File: config.mk
export PLATFORM = sky130hd
export DESIGN_NAME = trace_line_header_field_splitter
export DESIGN_NICKNAME = d
export VERILOG_FILES = /design/src/tlhfs_pkg.sv /design/src/tlhfs_in_stage.sv /design/src/tlhfs_parser.sv /design/src/tlhfs_out_buf.sv /design/src/trace_line_header_field_splitter.sv
export SDC_FILE = /design/constraint.sdc
export NUM_CORES = 1
export LEC_CHECK = 0
export BUFFER_PORTS_ARGS = -buffer_cell sky130_fd_sc_hd__buf_2
export CORE_MARGIN = 5
export CORE_UTILIZATION = 61
export DETAILED_ROUTE_END_ITERATION = 8
export MAX_ROUTING_LAYER = met4
export PLACE_DENSITY = 0.83
export SYNTH_ARGS = -nofsm -noshare
export SYNTH_HDL_FRONTEND = slang
export SYNTH_SLANG_ARGS = --single-unit
export TNS_END_PERCENT = 100
File: constraint.sdc
create_clock -name clk -period 15.6 [get_ports clk]
set_clock_uncertainty 0.05 [all_clocks]
set_input_delay 0.78 -clock clk [delete_from_list [all_inputs] [get_ports clk]]
set_output_delay 0.78 -clock clk [all_outputs]
set_load 0.01 [all_outputs]
File: src/tlhfs_pkg.sv
// ----------------------------------------------------------------------------
// tlhfs_pkg
// Shared types, codes and constants of the trace line header field splitter.
// ----------------------------------------------------------------------------
package tlhfs_pkg;

    localparam int MAX_PARTS_DEFAULT = 64;
    localparam int LEGACY_PARTS      = 5;
    localparam int PREFIX_LEN        = 5;
    localparam int OUT_TDATA_W       = 136;

    localparam logic [1:0] KIND_NONE    = 2'd0;
    localparam logic [1:0] KIND_MODULE  = 2'd1;
    localparam logic [1:0] KIND_BODY    = 2'd2;
    localparam logic [1:0] KIND_SUMMARY = 2'd3;

    localparam logic [3:0] ST_OK         = 4'd0;
    localparam logic [3:0] ST_NOT_TRACE  = 4'd1;
    localparam logic [3:0] ST_INCOMPLETE = 4'd2;
    localparam logic [3:0] ST_NO_DASH    = 4'd3;
    localparam logic [3:0] ST_NO_MAJOR   = 4'd4;
    localparam logic [3:0] ST_MAJOR_ZERO = 4'd5;
    localparam logic [3:0] ST_NO_DOT     = 4'd6;
    localparam logic [3:0] ST_NO_MINOR   = 4'd7;
    localparam logic [3:0] ST_NO_BRACKET = 4'd8;

    localparam logic [7:0] CH_RBRACKET = 8'h5D;
    localparam logic [7:0] CH_DASH     = 8'h2D;
    localparam logic [7:0] CH_DOT      = 8'h2E;
    localparam logic [7:0] CH_COLON    = 8'h3A;
    localparam logic [7:0] CH_BSLASH   = 8'h5C;
    localparam logic [7:0] CH_PLUS     = 8'h2B;

    typedef struct packed {
        logic       op;
        logic [7:0] char_in;
    } item_t;

    typedef struct packed {
        logic [1:0]         kind;
        logic [7:0]         char_out;
        logic [5:0]         part;
        logic               last;
        logic               versioned;
        logic [3:0]         status;
        logic [15:0]        major;
        logic [15:0]        minor;
        logic [7:0]         module_length;
        logic [6:0]         part_count;
        logic signed [31:0] line_number;
        logic signed [31:0] process_id;
    } result_t;

    typedef struct packed {
        logic [1:0] cnt;
        result_t    r0;
        result_t    r1;
    } push_t;

    function automatic logic [7:0] lead_byte(input logic [2:0] pos);
        logic [7:0] b;
        case (pos)
            3'd0:    b = 8'h5B;
            3'd1:    b = 8'h72;
            3'd2:    b = 8'h74;
            3'd3:    b = 8'h66;
            3'd4:    b = 8'h6C;
            default: b = 8'h00;
        endcase
        return b;
    endfunction

endpackage

File: src/tlhfs_in_stage.sv
// ----------------------------------------------------------------------------
// tlhfs_in_stage
// Input register: holds one accepted transaction until the parser takes it.
// ----------------------------------------------------------------------------
module tlhfs_in_stage
(
    input  logic           clk,
    input  logic           rst_n,
    input  logic           in_valid,
    output logic           in_ready,
    input  tlhfs_pkg::item_t in_item,
    output logic           item_valid,
    output tlhfs_pkg::item_t item,
    input  logic           take
);
    import tlhfs_pkg::*;

    logic  valid_reg;
    logic  valid_next;
    item_t item_reg;

    assign in_ready   = !valid_reg || take;
    assign valid_next = (in_valid && in_ready) || (valid_reg && !take);

    always_ff @(posedge clk or negedge rst_n)
    begin
        if (!rst_n)
        begin
            valid_reg <= 1'b0;
        end
        else
        begin
            valid_reg <= valid_next;
        end
    end

    always_ff @(posedge clk)
    begin
        if (in_valid && in_ready)
        begin
            item_reg <= in_item;
        end
    end

    assign item_valid = valid_reg;
    assign item       = item_reg;

endmodule

File: src/tlhfs_parser.sv
// ----------------------------------------------------------------------------
// tlhfs_parser
// Per-line parse state and the combinational step that yields up to two results.
// ----------------------------------------------------------------------------
module tlhfs_parser
#(
    parameter int MAX_PARTS = tlhfs_pkg::MAX_PARTS_DEFAULT
)
(
    input  logic              clk,
    input  logic              rst_n,
    input  logic              item_valid,
    input  tlhfs_pkg::item_t  item,
    input  logic [1:0]        space,
    output logic              take,
    output tlhfs_pkg::push_t  push
);
    import tlhfs_pkg::*;

    localparam int PW = $clog2(MAX_PARTS + 1);

    typedef enum logic [3:0] {
        PH_PREFIX,
        PH_LEGACY,
        PH_MODULE,
        PH_MAJ_FIRST,
        PH_MAJ,
        PH_MIN_FIRST,
        PH_MIN,
        PH_VBODY,
        PH_IGNORE
    } phase_t;

    phase_t         phase_reg,      phase_next;
    logic [2:0]     prefix_pos_reg, prefix_pos_next;
    logic           versioned_reg,  versioned_next;
    logic [3:0]     error_reg,      error_next;
    logic [15:0]    major_reg,      major_next;
    logic [15:0]    minor_reg,      minor_next;
    logic [7:0]     module_cnt_reg, module_cnt_next;
    logic [PW-1:0]  part_idx_reg,   part_idx_next;
    logic           escape_reg,     escape_next;
    logic [31:0]    line_acc_reg,   line_acc_next;
    logic [2:0]     line_conv_reg,  line_conv_next;
    logic [31:0]    pid_acc_reg,    pid_acc_next;
    logic [2:0]     pid_conv_reg,   pid_conv_next;

    logic [1:0]     n_res;
    result_t        r0;
    result_t        r1;
    result_t        body_r;
    result_t        sum_r;
    logic           op;
    logic [7:0]     c;
    logic           emit;
    logic [PW-1:0]  pc;
    logic [PW+6:0]  pc_ext;
    logic [PW+5:0]  part_ext;
    logic [3:0]     st;
    logic [34:0]    line_fed;
    logic [34:0]    pid_fed;

    function automatic logic is_digit(input logic [7:0] ch);
        return (ch >= 8'h30) && (ch <= 8'h39);
    endfunction

    function automatic logic is_letter(input logic [7:0] ch);
        return ((ch >= 8'h41) && (ch <= 8'h5A)) || ((ch >= 8'h61) && (ch <= 8'h7A));
    endfunction

    function automatic logic is_blank(input logic [7:0] ch);
        return (ch == 8'h20) || ((ch >= 8'h09) && (ch <= 8'h0D));
    endfunction

    function automatic logic [15:0] ver_add(input logic [15:0] acc, input logic [7:0] ch);
        logic [19:0] v;
        v = 20'({acc, 3'b000}) + 20'({acc, 1'b0}) + 20'(ch[3:0]);
        return (v > 20'd65535) ? 16'hFFFF : v[15:0];
    endfunction

    // atoi step: returns {conv, acc}; conv = {stage[1:0], neg}
    function automatic logic [34:0] conv_feed(input logic [31:0] acc,
                                              input logic [2:0]  cv,
                                              input logic [7:0]  ch);
        logic [1:0]  stage;
        logic        neg;
        logic        go;
        logic [31:0] a;
        logic [2:0]  v;
        logic [31:0] lim;
        logic [34:0] prod;
        stage = cv[2:1];
        neg   = cv[0];
        go    = 1'b1;
        a     = acc;
        v     = cv;
        lim   = neg ? 32'h8000_0000 : 32'h7FFF_FFFF;
        prod  = 35'({a, 3'b000}) + 35'({a, 1'b0}) + 35'(ch[3:0]);
        if (stage == 2'd0)
        begin
            if (is_blank(ch))
            begin
                go = 1'b0;
            end
            else if (ch == CH_PLUS)
            begin
                v  = 3'd2;
                go = 1'b0;
            end
            else if (ch == CH_DASH)
            begin
                v  = 3'd3;
                go = 1'b0;
            end
            else
            begin
                stage = 2'd1;
                v     = {2'b01, neg};
            end
        end
        if (go && (stage == 2'd1))
        begin
            if (is_digit(ch))
            begin
                a = (prod > 35'(lim)) ? lim : prod[31:0];
            end
            else
            begin
                v = {2'b10, neg};
            end
        end
        return {v, a};
    endfunction

    assign op       = item.op;
    assign c        = item.char_in;
    assign part_ext = {6'b0, part_idx_reg};
    assign pc       = part_idx_reg + PW'(1);
    assign pc_ext   = {7'b0, pc};
    assign line_fed = conv_feed(line_acc_reg, line_conv_reg, c);
    assign pid_fed  = conv_feed(pid_acc_reg, pid_conv_reg, c);

    always_comb
    begin
        body_r           = '0;
        body_r.kind      = KIND_BODY;
        body_r.char_out  = c;
        body_r.part      = part_ext[5:0];
        body_r.versioned = versioned_reg;

        case (phase_reg)
            PH_PREFIX:    st = ST_NOT_TRACE;
            PH_MODULE:    st = ST_NO_DASH;
            PH_MAJ_FIRST: st = ST_NO_MAJOR;
            PH_MAJ:       st = (major_reg == 16'd0) ? ST_MAJOR_ZERO : ST_NO_DOT;
            PH_MIN_FIRST: st = ST_NO_MINOR;
            PH_MIN:       st = ST_NO_BRACKET;
            PH_LEGACY,
            PH_VBODY:     st = (pc >= PW'(4)) ? ST_OK : ST_INCOMPLETE;
            default:      st = error_reg;
        endcase

        sum_r               = '0;
        sum_r.kind          = KIND_SUMMARY;
        sum_r.last          = 1'b1;
        sum_r.versioned     = versioned_reg;
        sum_r.status        = st;
        sum_r.major         = major_reg;
        sum_r.minor         = minor_reg;
        sum_r.module_length = module_cnt_reg;
        sum_r.part_count    = ((phase_reg == PH_LEGACY) || (phase_reg == PH_VBODY))
                              ? pc_ext[6:0] : 7'd0;
        sum_r.line_number   = line_conv_reg[0] ? (32'd0 - line_acc_reg) : line_acc_reg;
        sum_r.process_id    = pid_conv_reg[0] ? (32'd0 - pid_acc_reg) : pid_acc_reg;
    end

    always_comb
    begin
        phase_next      = phase_reg;
        prefix_pos_next = prefix_pos_reg;
        versioned_next  = versioned_reg;
        error_next      = error_reg;
        major_next      = major_reg;
        minor_next      = minor_reg;
        module_cnt_next = module_cnt_reg;
        part_idx_next   = part_idx_reg;
        escape_next     = escape_reg;
        line_acc_next   = line_acc_reg;
        line_conv_next  = line_conv_reg;
        pid_acc_next    = pid_acc_reg;
        pid_conv_next   = pid_conv_reg;
        n_res           = 2'd0;
        r0              = '0;
        r1              = '0;
        emit            = 1'b0;

        if (!op)
        begin
            case (phase_reg)
                PH_PREFIX:
                begin
                    if (prefix_pos_reg < 3'(PREFIX_LEN))
                    begin
                        if (c == lead_byte(prefix_pos_reg))
                        begin
                            prefix_pos_next = prefix_pos_reg + 3'd1;
                        end
                        else
                        begin
                            error_next = ST_NOT_TRACE;
                            phase_next = PH_IGNORE;
                        end
                    end
                    else if (c == CH_RBRACKET)
                    begin
                        phase_next = PH_LEGACY;
                    end
                    else if (c == CH_DASH)
                    begin
                        versioned_next = 1'b1;
                        phase_next     = PH_MODULE;
                    end
                    else
                    begin
                        error_next = ST_NOT_TRACE;
                        phase_next = PH_IGNORE;
                    end
                end
                PH_MODULE:
                begin
                    if (is_letter(c))
                    begin
                        if (module_cnt_reg != 8'hFF)
                        begin
                            module_cnt_next = module_cnt_reg + 8'd1;
                        end
                        n_res        = 2'd1;
                        r0           = '0;
                        r0.kind      = KIND_MODULE;
                        r0.char_out  = c;
                        r0.last      = 1'b1;
                        r0.versioned = versioned_reg;
                    end
                    else if (c == CH_DASH)
                    begin
                        phase_next = PH_MAJ_FIRST;
                    end
                    else
                    begin
                        error_next = ST_NO_DASH;
                        phase_next = PH_IGNORE;
                    end
                end
                PH_MAJ_FIRST:
                begin
                    if (is_digit(c))
                    begin
                        major_next = ver_add(major_reg, c);
                        phase_next = PH_MAJ;
                    end
                    else
                    begin
                        error_next = ST_NO_MAJOR;
                        phase_next = PH_IGNORE;
                    end
                end
                PH_MAJ:
                begin
                    if (is_digit(c))
                    begin
                        major_next = ver_add(major_reg, c);
                    end
                    else if (major_reg == 16'd0)
                    begin
                        error_next = ST_MAJOR_ZERO;
                        phase_next = PH_IGNORE;
                    end
                    else if (c == CH_DOT)
                    begin
                        phase_next = PH_MIN_FIRST;
                    end
                    else
                    begin
                        error_next = ST_NO_DOT;
                        phase_next = PH_IGNORE;
                    end
                end
                PH_MIN_FIRST:
                begin
                    if (is_digit(c))
                    begin
                        minor_next = ver_add(minor_reg, c);
                        phase_next = PH_MIN;
                    end
                    else
                    begin
                        error_next = ST_NO_MINOR;
                        phase_next = PH_IGNORE;
                    end
                end
                PH_MIN:
                begin
                    if (is_digit(c))
                    begin
                        minor_next = ver_add(minor_reg, c);
                    end
                    else if (c == CH_RBRACKET)
                    begin
                        phase_next = PH_VBODY;
                    end
                    else
                    begin
                        error_next = ST_NO_BRACKET;
                        phase_next = PH_IGNORE;
                    end
                end
                PH_LEGACY:
                begin
                    if ((c == CH_COLON) && (part_idx_reg < PW'(LEGACY_PARTS - 1)))
                    begin
                        part_idx_next = part_idx_reg + PW'(1);
                    end
                    else
                    begin
                        emit = 1'b1;
                    end
                end
                PH_VBODY:
                begin
                    if (escape_reg)
                    begin
                        escape_next = 1'b0;
                        emit        = 1'b1;
                    end
                    else if (c == CH_BSLASH)
                    begin
                        escape_next = 1'b1;
                    end
                    else if (c == CH_COLON)
                    begin
                        if (part_idx_reg < PW'(MAX_PARTS - 1))
                        begin
                            part_idx_next = part_idx_reg + PW'(1);
                        end
                    end
                    else
                    begin
                        emit = 1'b1;
                    end
                end
                default:
                begin
                end
            endcase

            if (emit)
            begin
                n_res   = 2'd1;
                r0      = body_r;
                r0.last = 1'b1;
                if (part_idx_reg == PW'(1))
                begin
                    line_conv_next = line_fed[34:32];
                    line_acc_next  = line_fed[31:0];
                end
                else if (part_idx_reg == PW'(2))
                begin
                    pid_conv_next = pid_fed[34:32];
                    pid_acc_next  = pid_fed[31:0];
                end
            end
        end
        else
        begin
            // trailing backslash goes out as a body character ahead of the summary
            if ((phase_reg == PH_VBODY) && escape_reg)
            begin
                n_res       = 2'd2;
                r0          = body_r;
                r0.char_out = CH_BSLASH;
                r1          = sum_r;
            end
            else
            begin
                n_res = 2'd1;
                r0    = sum_r;
            end
            phase_next      = PH_PREFIX;
            prefix_pos_next = 3'd0;
            versioned_next  = 1'b0;
            error_next      = ST_OK;
            major_next      = 16'd0;
            minor_next      = 16'd0;
            module_cnt_next = 8'd0;
            part_idx_next   = '0;
            escape_next     = 1'b0;
            line_acc_next   = 32'd0;
            line_conv_next  = 3'd0;
            pid_acc_next    = 32'd0;
            pid_conv_next   = 3'd0;
        end
    end

    assign take     = item_valid && (n_res <= space);
    assign push.cnt = take ? n_res : 2'd0;
    assign push.r0  = r0;
    assign push.r1  = r1;

    always_ff @(posedge clk or negedge rst_n)
    begin
        if (!rst_n)
        begin
            phase_reg      <= PH_PREFIX;
            prefix_pos_reg <= 3'd0;
            versioned_reg  <= 1'b0;
            error_reg      <= ST_OK;
            major_reg      <= 16'd0;
            minor_reg      <= 16'd0;
            module_cnt_reg <= 8'd0;
            part_idx_reg   <= '0;
            escape_reg     <= 1'b0;
            line_acc_reg   <= 32'd0;
            line_conv_reg  <= 3'd0;
            pid_acc_reg    <= 32'd0;
            pid_conv_reg   <= 3'd0;
        end
        else if (take)
        begin
            phase_reg      <= phase_next;
            prefix_pos_reg <= prefix_pos_next;
            versioned_reg  <= versioned_next;
            error_reg      <= error_next;
            major_reg      <= major_next;
            minor_reg      <= minor_next;
            module_cnt_reg <= module_cnt_next;
            part_idx_reg   <= part_idx_next;
            escape_reg     <= escape_next;
            line_acc_reg   <= line_acc_next;
            line_conv_reg  <= line_conv_next;
            pid_acc_reg    <= pid_acc_next;
            pid_conv_reg   <= pid_conv_next;
        end
    end

    a_push_fits: assert property (@(posedge clk) disable iff (!rst_n)
        push.cnt <= space)
        else $error("push exceeds free result slots");

    a_pair_shape: assert property (@(posedge clk) disable iff (!rst_n)
        push.cnt == 2'd2 |-> push.r0.kind == KIND_BODY && push.r1.kind == KIND_SUMMARY)
        else $error("two-result push is not body then summary");

    a_escape_only_vbody: assert property (@(posedge clk) disable iff (!rst_n)
        escape_reg |-> phase_reg == PH_VBODY)
        else $error("escape pending outside versioned body");

    a_line_restart: assert property (@(posedge clk) disable iff (!rst_n)
        take && item.op |=> phase_reg == PH_PREFIX && part_idx_reg == '0)
        else $error("line state not cleared after end of line");

endmodule

File: src/tlhfs_out_buf.sv
// ----------------------------------------------------------------------------
// tlhfs_out_buf
// Two-entry result register; takes up to two results per transaction.
// ----------------------------------------------------------------------------
module tlhfs_out_buf
(
    input  logic               clk,
    input  logic               rst_n,
    input  tlhfs_pkg::push_t   push,
    output logic [1:0]         space,
    output logic               out_valid,
    input  logic               out_ready,
    output tlhfs_pkg::result_t head
);
    import tlhfs_pkg::*;

    logic [1:0] cnt_reg;
    logic [1:0] cnt_next;
    result_t    slot_reg  [2];
    result_t    slot_next [2];
    logic       pop;
    logic [1:0] base;

    assign pop   = (cnt_reg != 2'd0) && out_ready;
    assign space = 2'd2 - cnt_reg + {1'b0, pop};
    assign base  = cnt_reg - {1'b0, pop};

    always_comb
    begin
        slot_next[0] = pop ? slot_reg[1] : slot_reg[0];
        slot_next[1] = slot_reg[1];
        if (push.cnt != 2'd0)
        begin
            slot_next[base[0]] = push.r0;
        end
        if (push.cnt == 2'd2)
        begin
            slot_next[1] = push.r1;
        end
        cnt_next = base + push.cnt;
    end

    always_ff @(posedge clk or negedge rst_n)
    begin
        if (!rst_n)
        begin
            cnt_reg <= 2'd0;
        end
        else
        begin
            cnt_reg <= cnt_next;
        end
    end

    always_ff @(posedge clk)
    begin
        slot_reg[0] <= slot_next[0];
        slot_reg[1] <= slot_next[1];
    end

    assign out_valid = (cnt_reg != 2'd0);
    assign head      = slot_reg[0];

    a_cnt_range: assert property (@(posedge clk) disable iff (!rst_n)
        cnt_reg != 2'd3)
        else $error("result buffer overfilled");

    a_head_kind: assert property (@(posedge clk) disable iff (!rst_n)
        cnt_reg != 2'd0 |-> slot_reg[0].kind != KIND_NONE)
        else $error("empty kind at buffer head");

    a_summary_last: assert property (@(posedge clk) disable iff (!rst_n)
        cnt_reg != 2'd0 && slot_reg[0].kind == KIND_SUMMARY |-> slot_reg[0].last)
        else $error("summary without last flag");

endmodule

File: src/trace_line_header_field_splitter.sv
// ----------------------------------------------------------------------------
// trace_line_header_field_splitter
// Parses trace line headers byte by byte and splits the body into parts.
// ----------------------------------------------------------------------------
// One character transaction is taken every clock cycle unless the output
// stalls it. Each is registered, parsed by a combinational step against the
// per-line state, and its result (if any) lands in a two-entry result
// register, from which the output is presented. An end-of-line
// transaction that closes a versioned line with a pending backslash yields
// two results; the result register absorbs them, and with the output always
// ready the input rate stays at one transaction per cycle. Backpressure on
// the output stalls the input once the result register is full, or has room
// for only one of the two results of such an end-of-line transaction.
module trace_line_header_field_splitter
#(
    parameter int MAX_PARTS = tlhfs_pkg::MAX_PARTS_DEFAULT
)
(
    input  logic         clk,
    input  logic         rst_n,
    input  logic         s_axis_tvalid,
    output logic         s_axis_tready,
    input  logic [7:0]   s_axis_tdata,   // char_in
    input  logic [0:0]   s_axis_tuser,   // op
    output logic         m_axis_tvalid,
    input  logic         m_axis_tready,
    // char_out, part, versioned, status, major, minor, module_length,
    // part_count, line_number, process_id, zero fill
    output logic [tlhfs_pkg::OUT_TDATA_W-1:0] m_axis_tdata,
    output logic [1:0]   m_axis_tuser,   // kind
    output logic         m_axis_tlast
);
    import tlhfs_pkg::*;

    item_t      in_item;
    item_t      item;
    logic       item_valid;
    logic       take;
    logic [1:0] space;
    push_t      push;
    result_t    head;

    assign in_item.op      = s_axis_tuser[0];
    assign in_item.char_in = s_axis_tdata;

    tlhfs_in_stage u_in_stage
    (
        .clk        (clk),
        .rst_n      (rst_n),
        .in_valid   (s_axis_tvalid),
        .in_ready   (s_axis_tready),
        .in_item    (in_item),
        .item_valid (item_valid),
        .item       (item),
        .take       (take)
    );

    tlhfs_parser #(.MAX_PARTS(MAX_PARTS)) u_parser
    (
        .clk        (clk),
        .rst_n      (rst_n),
        .item_valid (item_valid),
        .item       (item),
        .space      (space),
        .take       (take),
        .push       (push)
    );

    tlhfs_out_buf u_out_buf
    (
        .clk       (clk),
        .rst_n     (rst_n),
        .push      (push),
        .space     (space),
        .out_valid (m_axis_tvalid),
        .out_ready (m_axis_tready),
        .head      (head)
    );

    assign m_axis_tdata = {6'b0,
                           head.process_id,
                           head.line_number,
                           head.part_count,
                           head.module_length,
                           head.minor,
                           head.major,
                           head.status,
                           head.versioned,
                           head.part,
                           head.char_out};
    assign m_axis_tuser = head.kind;
    assign m_axis_tlast = head.last;

endmodule
==> impl_metrics.tcl <==
set metrics [dict create \
    area.growth.synth_to_final_pct 5.352 \
    synthArstFlopShare_pct 32.60 \
    path_class "reg -> reg" \
    ys_ff_latch 408 \
    grt_pass1_wl_mm 113.5 \
    grt_usage_pct 28.96 \
    slew_headroom_pct 8.869 \
    tightest_slew_ns 1.367 \
    slew_viol_final 0 \
    diodes 0 \
    grt_max_degree 102 \
    r2r_start "u_in_stage.item[3]" \
    cts_hold_buffers 0 \
    ys.flop_type "dfxtp_1" \
    largest_register_ffs 266 \
    routedWlPerCell_um 19.81 \
    cts.clk_slew.worst_paths_ns 0.06 \
    chipHeight_um 220.6 \
    cp.arrival_ns 6.97 \
    gp_congestion 0.9387 \
    setup_viol 0 \
    worstHoldPathType "in -> async" \
    r2r_slack_ns 9.07 \
    core_area_sq_mm 0.04403 \
    r2r_end "u_parser.pid_acc_reg[3]" \
    irDropWorstVdd_mv 0.1416 \
    port_buffers 147 \
    syn-cell-area_sq_mm 0.02705 \
    cpPeakStageDelay_ns 0.89 \
    critPathMaxFanout 27 \
    design_area_sq_mm 0.02850 \
    fin_nets 3237 \
    place_hpwl_mm 49.47 \
    rows 77 \
    power_density_mw_per_mm2 169.3 \
    critPathTopFamily "compound AO/OA/AOI/OAI gates" \
    crit_buf_inv 1 \
    ctsResizeCount 0 \
    max-cap-violations 0 \
    syn-mean-instance-area_sq_um 8.937 \
    crit_chain "fa_1 -> ha_1 -> a21oi_1 -> o31ai_1 -> a211oi_1 -> a211oi_1 -> o21ai_0 -> a21oi_1 -> nand3_1 -> o211ai_1 -> ha_1 -> and2_0 -> a221o_1 -> a221oi_1 -> o21ai_0 -> nor2_1 -> a21oi_1 -> nor4b_2 -> buf_4 -> a221o_2" \
    fmax_mhz 153.1 \
    drtIter0Drc 1941 \
    status "complete, no violations" \
    post_cts_buffers 0 \
    drive_above_1_share_pct 9.493 \
    p_leak_uw 0.01325 \
    end_kind "flip-flop" \
    antenna_found_initial 0 \
    finalHoldViolCount 0 \
    cts_tree "yes" \
    synthCells 3027 \
    grt_pass1_vias 22160 \
    clk_path_buf_depth 3 \
    htreeDepth 2 \
    yosysWarnings 0 \
    placed_cell_area_sq_mm 0.02713 \
    worstSkewPairLatency_ns 0.55 \
    via_per_inst 6.412 \
    reg2regPathDepth 20 \
    firstDrtPassIters 8 \
    antenna_left 0 \
    cts.sinks 408 \
    grt_overflow_total 0 \
    die_w_um 220.6 \
    vias 22910 \
    start_util_pct 61.44 \
    synth.distinct_cells 88 \
    cts_root_buffer "clkbuf_16" \
    required_ns 16.04 \
    fin_tns_setup_ns 0 \
    yosysSeqAreaShare_pct 37.39 \
    startpoint_type "flip-flop" \
    drc 0 \
    grt_setup_unrepaired "no" \
    cts_made_buffers 42 \
    synth_edf_count 128 \
    finalCritPeriodShare_pct 41.88 \
    boundaryPins 154 \
    cp_slowest_cell "edfxtp_1" \
    die-area_sq_mm 0.04866 \
    cpMostUsedCell "a21oi_1" \
    drt_wl_total_mm 70.77 \
    finalPower_uw 4826 \
    fin_crit_ns 6.534 \
]
==> per-layer routing <==
metal	part of all wire [%]	up-vias	wire length, um	global-route usage, %
met5	0	-	0	-
li1	-	10740	-	-
met4	3.0	0	2133	9.035
met1	42	11100	29720	37.04
met2	48	885	33920	48.10
met3	7.1	177	4994	4.118
==> cells in the mapped netlist (all sizes together) (11+ instances only) <==
library cell    n  area, sq um
mux2i          37        370.4
nor4           14        87.58
a31oi         114        713.2
nand4          23        143.9
or4            11        90.08
and2           25        156.4
dfrtp         133         3328
xnor2          76        665.6
inv            64        240.2
nor2          267         1005
clkbuf        145        554.3
a211oi         25        187.7
a221o          58        581.8
a211o          11        96.34
dfxtp         147         2943
a21oi         245         1226
xor2           78        683.2
o22ai          18        112.6
and3           62        387.9
nand3          72        360.4
nand2         351         1318
nand2b         22        137.6
o21bai         16        120.1
o21ai         143        715.7
edfxtp        128         3844
nor2b          16        100.1
o21a           16        120.1
or3            37        249.0
nor3           53        265.3
ha            268         3353
buf           153         1126
a21o           40        300.3
o31ai          19        142.6
==> cells in the final DEF, fill, tap and decap left out, types with 23 or more instances in the layout <==
| master | instances |
|---|---|
| a31oi_1 | 113 |
| xor2_1 | 78 |
| dfrtp_1 | 131 |
| and2_1 | 23 |
| inv_1 | 63 |
| a221o_1 | 57 |
| a211oi_1 | 24 |
| o21ai_0 | 138 |
| a21o_1 | 40 |
| nand4_1 | 23 |
| nand2_1 | 348 |
| dfxtp_1 | 147 |
| ha_1 | 268 |
| clkbuf_16 | 43 |
| nand3_1 | 71 |
| mux2i_1 | 37 |
| nor2_1 | 265 |
| buf_4 | 23 |
| edfxtp_1 | 128 |
| nor3_1 | 53 |
| or3_1 | 32 |
| and3_1 | 62 |
| a21oi_1 | 245 |
| buf_2 | 146 |
| xnor2_1 | 76 |
==> final cells by class <==
cell class	instances	area, sq um
fillers	3537	15530
multi-input cells	2261	15110
flip-flops and latches	408	10120
clock buffers	59	1166
repair buffers	170	914.6
well taps	592	740.7
inverters	65	246.5
clock inverters	18	205.2
==> logic make-up after synthesis <==
kind of cell / after synthesis / share of synthesized area (%)
simple gates: 991 / 17.05
compound gates: 790 / 18.80
flops: 408 / 37.39
buf+inv: 363 / 7.114
fa+ha+maj: 276 / 12.99
xor+xnor: 154 / 4.986
mux: 44 / 1.661
other cells: 1 / 0.01386
==> power by group <==
group	leakage (uW)	internal [uW]	switching, uW
Combinational	0.00838	727	1310
Clock	0.000662	591	428
Sequential	0.00421	1490	280
Total	0.0133	2810	2020
==> worst max path at each step <==
stage / cells after the start / to / slack, ns / from
final: 20 / u_parser.pid_acc_reg[3] / 9.07 / u_in_stage.item[3]
after global routing: 20 / u_parser.pid_acc_reg[8] / 8.55 / u_in_stage.item[3]
after CTS: 20 / u_parser.line_acc_reg[3] / 9.14 / u_in_stage.item[3]
after detailed placement: 20 / u_parser.line_acc_reg[3] / 9.18 / u_in_stage.item[3]
after global placement: 20 / u_parser.line_acc_reg[0] / 9.28 / u_in_stage.item[3]
after floorplan: 14 / u_out_buf.slot_reg[0][248] / 6.03 / m_axis_tready
==> per-stage QoR <==
| step | cells | util [%] | setup slack, ns | hold WS [ns] |
|---|---|---|---|---|
| 4_1_cts | 3573 | 64.73 | 9.141 | 0.1707 |
| 6_report | 3573 | 64.73 | 9.066 | 0.1602 |
| 3_3_place_gp | 3496 | 61.61 | 9.278 | 0.3914 |
| 3_5_place_dp | 3496 | 61.61 | 9.176 | 0.3982 |
| 2_1_floorplan | 3032 | - | 6.025 | 0.3866 |
| 5_1_grt | 3573 | 64.73 | 8.552 | 0.2100 |
==> worst reg2reg max path, stage by stage (launching register included) <==
cell,delay (ns)
edfxtp_1,0.89
fa_1,0.58
ha_1,0.31
a21oi_1,0.07
o31ai_1,0.47
a211oi_1,0.20
a211oi_1,0.47
o21ai_0,0.22
a21oi_1,0.27
nand3_1,0.11
o211ai_1,0.15
ha_1,0.28
and2_0,0.19
a221o_1,0.32
a221oi_1,0.29
o21ai_0,0.14
nor2_1,0.12
a21oi_1,0.10
nor4b_2,0.59
buf_4,0.41
a221o_2,0.23
(Power assumes the default switching activity.)
